--- src/hw/rtl/smpq_pkg.sv ---
// Package for the sorted min priority queue: capacity, count width,
// operation and status codes, and the control word broadcast to the cells.
// No dependencies.
`timescale 1ns / 1ps
`default_nettype none

package smpq_pkg;

    localparam int CAPACITY = 16;
    localparam int CNT_W    = $clog2(CAPACITY + 1);
    localparam int DATA_W   = 32;
    localparam int OCC_W    = 5;

    typedef enum logic [0:0] {
        FUNC_PUSH = 1'b0,
        FUNC_POP  = 1'b1
    } func_t;

    typedef enum logic [1:0] {
        ST_DONE  = 2'd0,
        ST_FULL  = 2'd1,
        ST_EMPTY = 2'd2
    } status_t;

    // Control word seen by every cell in the same cycle
    typedef struct packed {
        logic                     ins;
        logic                     rem;
        logic signed [DATA_W-1:0] value;
    } cell_ctrl_t;

endpackage

`default_nettype wire

--- src/hw/rtl/smpq_cell.sv ---
// One slot of the sorted chain: holds a value, reports whether it stays in
// place on a push, and takes from its left or right neighbor on a shift.
// Depends on smpq_pkg.
`timescale 1ns / 1ps
`default_nettype none

module smpq_cell (
    input  wire logic                             aclk,
    input  wire smpq_pkg::cell_ctrl_t             ctrl,
    input  wire logic                             occupied,
    input  wire logic                             left_keep,
    input  wire logic signed [smpq_pkg::DATA_W-1:0] left_data,
    input  wire logic signed [smpq_pkg::DATA_W-1:0] right_data,
    output logic signed [smpq_pkg::DATA_W-1:0]   data,
    output logic                                  keep
);
    import smpq_pkg::*;

    logic signed [DATA_W-1:0] data_reg;

    // Values less than or equal to the new one stay ahead of it
    assign keep = occupied && (data_reg <= ctrl.value);
    assign data = data_reg;

    always_ff @(posedge aclk) begin
        if (ctrl.ins) begin
            if (!keep) begin
                data_reg <= left_keep ? ctrl.value : left_data;
            end
        end else if (ctrl.rem) begin
            data_reg <= right_data;
        end
    end

endmodule

`default_nettype wire

--- src/hw/rtl/sorted_min_priority_queue.sv ---
// Sorted min priority queue: a row of CAPACITY cells keeps signed 32-bit values
// in ascending order. On a push all cells compare against the broadcast value
// and larger ones shift one place right; a pop shifts every cell
// one place left. One item is accepted per cycle; its result (new head, empty
// flag, count, status) appears in the output register on the next cycle, and the
// block keeps accepting as long as that register is free or being taken.
// A push into a full queue is dropped with status 1; a pop on empty gives status 2.
// Depends on smpq_pkg and smpq_cell.
`timescale 1ns / 1ps
`default_nettype none

module sorted_min_priority_queue (
    input  wire logic                               aclk,
    input  wire logic                               aresetn,
    input  wire logic                               s_valid,
    output logic                                    s_ready,
    input  wire logic                               s_func,
    input  wire logic signed [smpq_pkg::DATA_W-1:0] s_value,
    output logic                                    m_valid,
    input  wire logic                               m_ready,
    output logic signed [smpq_pkg::DATA_W-1:0]      m_head_value,
    output logic                                    m_is_empty,
    output logic [smpq_pkg::OCC_W-1:0]              m_occupancy,
    output logic [1:0]                              m_status
);
    import smpq_pkg::*;

    logic [CNT_W-1:0]         held_count_reg, held_count_next;
    logic                     m_valid_reg;
    logic signed [DATA_W-1:0] head_reg, head_next;
    logic                     empty_reg;
    logic [OCC_W-1:0]         occ_reg;
    status_t                  status_reg, status_next;

    logic                     accept;
    logic                     is_pop, is_full, is_zero;
    cell_ctrl_t               ctrl;

    logic signed [DATA_W-1:0] cell_data [CAPACITY];
    logic [CAPACITY-1:0]      cell_keep;
    logic [CAPACITY-1:0]      cell_occ;

    assign s_ready = !m_valid_reg || m_ready;
    assign accept  = s_valid && s_ready;
    assign is_pop  = (s_func == FUNC_POP);
    assign is_full = (held_count_reg == CNT_W'(CAPACITY));
    assign is_zero = (held_count_reg == '0);

    assign ctrl.ins   = accept && !is_pop && !is_full;
    assign ctrl.rem   = accept && is_pop && !is_zero;
    assign ctrl.value = s_value;

    for (genvar i = 0; i < CAPACITY; i++) begin : g_cell
        logic                     lk;
        logic signed [DATA_W-1:0] ld, rd;

        assign cell_occ[i] = (CNT_W'(i) < held_count_reg);

        if (i == 0) begin : g_first
            assign lk = 1'b1;
            assign ld = s_value;
        end else begin : g_mid
            assign lk = cell_keep[i-1];
            assign ld = cell_data[i-1];
        end

        if (i == CAPACITY - 1) begin : g_last
            assign rd = cell_data[i];
        end else begin : g_inner
            assign rd = cell_data[i+1];
        end

        smpq_cell u_cell (
            .aclk       (aclk),
            .ctrl       (ctrl),
            .occupied   (cell_occ[i]),
            .left_keep  (lk),
            .left_data  (ld),
            .right_data (rd),
            .data       (cell_data[i]),
            .keep       (cell_keep[i])
        );
    end

    always_comb begin
        held_count_next = held_count_reg;
        status_next     = ST_DONE;
        head_next       = is_zero ? '0 : cell_data[0];
        if (!is_pop) begin
            if (is_full) begin
                status_next = ST_FULL;
            end else begin
                held_count_next = held_count_reg + CNT_W'(1);
                if (!cell_keep[0]) begin
                    head_next = s_value;
                end
            end
        end else begin
            if (is_zero) begin
                status_next = ST_EMPTY;
            end else begin
                held_count_next = held_count_reg - CNT_W'(1);
                head_next       = (held_count_reg > CNT_W'(1)) ? cell_data[1] : '0;
            end
        end
    end

    always_ff @(posedge aclk) begin
        if (!aresetn) begin
            held_count_reg <= '0;
            m_valid_reg    <= 1'b0;
        end else begin
            if (accept) begin
                held_count_reg <= held_count_next;
                m_valid_reg    <= 1'b1;
            end else if (m_ready) begin
                m_valid_reg    <= 1'b0;
            end
        end
    end

    // Result payload, hold while stalled
    always_ff @(posedge aclk) begin
        if (accept) begin
            head_reg   <= head_next;
            empty_reg  <= (held_count_next == '0);
            occ_reg    <= OCC_W'(held_count_next);
            status_reg <= status_next;
        end
    end

    assign m_valid      = m_valid_reg;
    assign m_head_value = head_reg;
    assign m_is_empty   = empty_reg;
    assign m_occupancy  = occ_reg;
    assign m_status     = status_reg;

`ifndef NO_ASSERTIONS
    a_count_bound: assert property (@(posedge aclk) disable iff (!aresetn)
        held_count_reg <= CNT_W'(CAPACITY))
        else $error("held count above capacity");

    a_full_drop: assert property (@(posedge aclk) disable iff (!aresetn)
        accept && !is_pop && is_full |=> m_status == ST_FULL && $stable(held_count_reg))
        else $error("push on full not dropped");

    a_pop_empty: assert property (@(posedge aclk) disable iff (!aresetn)
        accept && is_pop && is_zero |=> m_status == ST_EMPTY && m_is_empty)
        else $error("pop on empty mishandled");

    a_push_count: assert property (@(posedge aclk) disable iff (!aresetn)
        accept && !is_pop && !is_full |=>
            held_count_reg == $past(held_count_reg) + CNT_W'(1) && !m_is_empty)
        else $error("push did not grow the queue");
`endif

endmodule

`default_nettype wire
--- config.mk ---
export PLATFORM = sky130hd
export DESIGN_NAME = sorted_min_priority_queue
export DESIGN_NICKNAME = d
export VERILOG_FILES = /design/src/hw/rtl/smpq_pkg.sv /design/src/hw/rtl/smpq_cell.sv /design/src/hw/rtl/sorted_min_priority_queue.sv
export SDC_FILE = /design/constraint.sdc
export NUM_CORES = 2
export LEC_CHECK = 0
export ABC_AREA = 0
export BUFFER_PORTS_ARGS = -buffer_cell sky130_fd_sc_hd__buf_2
export CAP_MARGIN = 20
export CORE_ASPECT_RATIO = 0.5
export CORE_UTILIZATION = 55
export DETAILED_ROUTE_END_ITERATION = 8
export PLACE_DENSITY_LB_ADDON = 0.15
export SETUP_SLACK_MARGIN = 0.3
export SLEW_MARGIN = 20
export SYNTH_ARGS = -nofsm -noshare
export SYNTH_HDL_FRONTEND = slang
export SYNTH_SLANG_ARGS = --single-unit
--- constraint.sdc ---
create_clock -name aclk -period 9.6 [get_ports aclk]
set_clock_uncertainty 0.15 [all_clocks]
set_input_delay 1.92 -clock aclk [delete_from_list [all_inputs] [get_ports aclk]]
set_output_delay 1.92 -clock aclk [all_outputs]
set_load 0.01 [all_outputs]
Yosys cells after proc, flatten, opt, wreduce, memory -nomap -nowiden
Index checks and enable logic that the tools add are counted.
{"block": "word_totals", "reg_bits": 558, "in_bits": 37, "out_inout_bits": 42, "word_cells": 194}
{"block": "classes", "add_sub_neg": 2, "order_cmp": 33, "n_eq_ne": 16, "muxes": 74, "bitwise_logic": 1, "n_reduce_logical": 46}
{"cell": "2-to-1 mux 32 bit", "count": 66}
{"cell": "<= comparator 32 bit", "count": 16}
{"cell": "< comparator 4 x 5 -> 1 bit (first input constant)", "count": 8}
{"cell": "AND reduction 2 bit", "count": 16}
{"cell": "!= test 2 bit (second input constant)", "count": 15}
{"cell": "logical AND 1 bit", "count": 21}
{"cell": "< comparator 3 x 5 -> 1 bit (first input constant)", "count": 4}
{"cell": "2-to-1 mux 5 bit", "count": 3}
{"cell": "zero test 5 bit", "count": 2}
{"cell": "< comparator 1 x 5 -> 1 bit (first input constant)", "count": 2}
{"cell": "< comparator 2 x 5 -> 1 bit (first input constant)", "count": 2}
{"cell": "adder 5 x 1 -> 5 bit (second input constant)", "count": 1}
{"cell": "== test 5 bit (second input constant)", "count": 1}
{"cell": "greater-than comparator 5 x 1 -> 1 bit (second input constant)", "count": 1}
{"cell": "subtractor 5 x 1 -> 5 bit (second input constant)", "count": 1}
{"cell": "zero test 1 bit", "count": 4}
{"cell": "2-to-1 mux 2 bit", "count": 2}
{"cell": "nonzero test 2 bit", "count": 2}
{"cell": "2-to-1 mux 1 bit", "count": 3}
{"cell": "logical OR 1 bit", "count": 1}
{"cell": "NOT 1 bit", "count": 1}

Logic depth before layout (Yosys ltp)
{"block": "logic_depth", "word_depth": 7, "mapped_depth": 13, "mapped_depth_nobuf": 10}

Cells and area by module
Synthesis repeated with hierarchy kept, for this count alone.
{"block": "hier_totals", "cells_unflattened": 4359, "area_unflattened_um2": 42575.8}
{"module": "smpq_cell (g_cell[0].u_cell ...)", "n_inst": 15, "cells_per_inst": 256, "area_each_um2": 2491.1}
{"module": "sorted_min_priority_queue", "n_inst": 1, "cells_per_inst": 262, "area_each_um2": 2768.9}
{"module": "smpq_cell (g_cell[15].u_cell)", "n_inst": 1, "cells_per_inst": 257, "area_each_um2": 2439.8}

Worst setup path before layout
Ideal clock, no wire load.
{"block": "synth_timing", "path_type": "input-to-reg", "start": "in s_value[17] in the netlist's numbering", "end": "reg g_cell[15].u_cell.data_reg[0] (enable)", "setup_ns": 0.440, "t_arrival_ns": 5.161, "required_ns": 9.010, "setup_slack_ns": 3.849, "cell_stages": 9, "path_buffers": 0, "cell_sequence": "inv_1 -> ha_1 -> a21o_1 -> a21o_1 -> a21oi_1 -> o21ai_0 -> a41oi_1 -> o311ai_0 -> a41oi_1"}
{"block": "synth_via", "elab_chain_len": 4}
{"element": "start: declaration", "line": "sorted_min_priority_queue.sv:18", "text": "input wire logic signed [smpq_pkg::DATA_W-1:0] s_value,"}
{"element": "<= comparator 32 bit", "line": "smpq_cell.sv:22", "text": "assign keep = occupied && (data_reg <= ctrl.value);"}
{"element": "logical AND 1 bit", "line": "smpq_cell.sv:22"}
{"element": "NOT 1 bit (no line)"}
{"element": "AND reduction 2 bit (no line)"}
{"element": "end signal: assignment", "line": "smpq_cell.sv:28", "text": "data_reg <= left_keep ? ctrl.value : left_data;"}
{"element": "end signal: assignment", "line": "smpq_cell.sv:31", "text": "data_reg <= right_data;"}
{"element": "end: declaration", "line": "smpq_cell.sv:19", "text": "logic signed [DATA_W-1:0] data_reg;"}
No other way between the ends.
A chain may end at the register's enable or synchronous reset.

Worst setup path in the final report
{"block": "layout_timing", "start": "in s_value[21] in the netlist's numbering", "end": "reg g_cell[7].u_cell.data_reg[26] (enable)"}
{"block": "layout_via", "elab_chain_len": 4}
{"element": "<= comparator 32 bit", "line": "smpq_cell.sv:22"}
{"element": "logical AND 1 bit", "line": "smpq_cell.sv:22"}
{"element": "!= test 2 bit (no line)"}
{"element": "AND reduction 2 bit (no line)"}
{"element": "end signal: assignment", "line": "smpq_cell.sv:28"}
{"element": "end signal: assignment", "line": "smpq_cell.sv:31"}
{"element": "end: declaration", "line": "smpq_cell.sv:19"}
No other way between the ends.

==> results_dict.tcl <==
set metrics [dict create \
    start_util_pct 56.3 \
    r2r_slack_ns 4.99 \
    r2r_cells 9 \
    final.period_utilization_pct 62.6 \
    post-cts-setup-buffers 0 \
    grt_usage_pct 35.0 \
    drive_above_1_share_pct 7.58 \
    fin_tns_setup_ns 0 \
    portBuffers 78 \
    io_pins 79 \
    clkSinkCount 558 \
    yosysSeqAreaShare_pct 42.4 \
    ir_worst_vdd_v 0.000137 \
    hold_depth 2 \
    final_antenna_net_count 0 \
    hold_violations 0 \
    grt_pass1_wl_microns 193000 \
    core_area_sq_mm 0.0699 \
    die_area_sq_mm 0.0727 \
    dp_hpwl_microns 93500 \
    cts_hold_buf 0 \
    p_per_area_mw_per_mm2 172 \
    routed_wirelength_microns 129000 \
    layout.nets 4399 \
    cts_root_buffer "clkbuf_16" \
    synth_nets 4424 \
    wire_per_inst_microns 26.7 \
    die_w_microns 380 \
    critPathKind "input port to register" \
    synth_enable_flop_cells 552 \
    area_growth_pct 7.86 \
    clk_latency_ns 0.65 \
    antenna_found_initial 4 \
    num_rows 68 \
    cp-start-kind "input port" \
    ys_types 72 \
    num_vias 32500 \
    numCtsBuffers 54 \
    cts_tree "done" \
    detail_route.first_pass.iterations 6 \
    viasPerCell 6.71 \
    cp.required_ns 9.78 \
    most-common-layout-cells "nand2_1, edfxtp_1, ha_1" \
    slew_violations 0 \
    worst_slew_pin_slew_ns 1.20 \
    drt_iter0_drc 4759 \
    endpoint_kind "register" \
    slew_headroom_pct 19.8 \
    yosys_warnings 0 \
    ys_async_sr_fraction_pct 0 \
    post_cts_resized 0 \
    final_common_cell "nand2_1" \
    outcome "finished, final reports clean" \
    largest_reg_flops 512 \
    setup_viol_count_final 0 \
    path_max_fanout 35 \
    cts_htree_levels 2 \
    r2r-end "g_cell[2].u_cell.data[29]" \
    fmax_ghz 0.166 \
    crit_arrival_ns 6.18 \
    hold_class "register to register" \
    min_period_ns 6.01 \
    drc 0 \
    clk_pin_slew_worst_paths_ns 0.07 \
    min_from "g_cell[15].u_cell.data[9]" \
    syn_area_per_cell_sq_um 10.2 \
    synth-seq-cells 558 \
    die_h_microns 191 \
    worstHoldEndpoint "g_cell[14].u_cell.data[9]" \
    grt_max_degree 275 \
    grt_pass1_vias 30400 \
    finalPower_uw 7300 \
    p_leak_uw 0.0192 \
    grt-ovfl-total 0 \
    syn-cell-area_sq_mm 0.0393 \
    rsz0062_at_grt "false" \
    gp_congestion 0.977 \
    synth_ff_type "edfxtp_1" \
    clock_path_buffers 3 \
    max_cap_viol_count 0 \
    syn_inst 3872 \
    r2r_start "held_count_reg[3]" \
]
## worst max-delay path by stage
stage | startpoint | slack (ns) | to
floorplan | s_value[17] | 3.85 | g_cell[15].u_cell.data[0]
global placement | s_value[14] | 3.07 | g_cell[4].u_cell.data[11]
detailed placement | s_value[21] | 3.06 | g_cell[7].u_cell.data[27]
CTS | s_value[21] | 3.73 | g_cell[7].u_cell.data[27]
global route | s_value[19] | 3.40 | g_cell[5].u_cell.data[22]
finish | s_value[21] | 3.59 | g_cell[7].u_cell.data[26]
## power by group
group	total, uW	internal, uW	switching (uW)	leakage, uW
clock	2250	1220	1030	0.000866
combinational	1740	603	1130	0.0131
sequential	3310	3050	262	0.00531
total	7300	4870	2430	0.0192
## critical path, stage by stage
cell and delay, ns:
buf_2 0.44, inv_1 0.64, ha_1 0.54, nand4_1 0.14, nor4_1 0.49, o311a_1 0.25
a2111oi_0 0.09, nor2b_4 0.14, buf_4 0.48, nand2_1 0.12, nand2_1 0.52, buf_4 0.37
## per-layer routing
| layer | vias to the layer above | GRT usage, % | wire (microns) |
|---|---|---|---|
| li1 | 14700 | - | - |
| met1 | 15700 | 55.1 | 59000 |
| met2 | 1917 | 47.2 | 50200 |
| met3 | 152 | 9.07 | 17800 |
| met4 | 0 | 7.20 | 2130 |
| met5 | - | 0 | 0 |
## area by class of cell
cell class                 instances  area [sq um]
sequential                       558         16700
multi-input combinational       3016         21500
inverter                          69           259
timing repair buffer             148           973
antenna                            4          10.0
fill                            5825         27400
tap                              945          1180
clock buffer                      61          1410
clock inverter                    41           369
## cell usage after synthesis (7+ instances only)
| cell | n | area share [%] |
|---|---|---|
| nor2b_1 | 26 | 0.41 |
| buf_1 | 10 | 0.095 |
| o21ai_1 | 169 | 2.1 |
| clkbuf_1 | 171 | 1.6 |
| a21oi_1 | 208 | 2.6 |
| nor2_2 | 9 | 0.14 |
| mux2i_1 | 392 | 10 |
| nor3_1 | 19 | 0.24 |
| nor4_1 | 27 | 0.43 |
| a221oi_1 | 9 | 0.20 |
| nand2_1 | 651 | 6.2 |
| o311ai_1 | 29 | 0.65 |
| or4b_1 | 7 | 0.18 |
| o21ai_0 | 314 | 4.0 |
| nor2_1 | 64 | 0.61 |
| mux2_2 | 31 | 0.89 |
| ha_1 | 515 | 16 |
| nand4_1 | 147 | 2.3 |
| o211ai_1 | 74 | 1.4 |
| edfxtp_1 | 552 | 42 |
| o21a_1 | 10 | 0.19 |
| a2111oi_0 | 12 | 0.27 |
| buf_2 | 42 | 0.53 |
| inv_1 | 65 | 0.62 |
| a21o_1 | 41 | 0.78 |
| nand3_1 | 133 | 1.7 |
| a211oi_1 | 27 | 0.52 |
| o221ai_1 | 14 | 0.31 |
## kinds of logic (layout without fill, tap and decap cells)
logic type	Yosys count	in the layout	synth area share, %
AND/OR/NAND/NOR	1110	1110	12.7
AO/OA/AOI/OAI	966	966	14.4
flip-flops	558	558	42.4
adder cells (fa/ha/maj)	515	515	16.4
multiplexers	423	423	10.9
buffers and inverters	298	319	3.12
XOR/XNOR	2	2	0.0445
other	0	4	0
## through the flow
| step | cells | hold slack (ns) | worst slack, ns | area (sq um) | util (%) |
|---|---|---|---|---|---|
| after global placement | 4734 | 0.389 | 3.07 | 40600 | 58.2 |
| after global routing | 4842 | 0.447 | 3.40 | 42400 | 60.8 |
| final | 4842 | 0.416 | 3.59 | 42400 | 60.8 |
| after floorplan | 3872 | 0.376 | 3.85 | 39300 | - |
| after CTS | 4837 | 0.417 | 3.73 | 42400 | 60.7 |
| after detailed placement | 4735 | 0.400 | 3.06 | 40600 | 58.2 |
(Power assumes the default switching activity.)
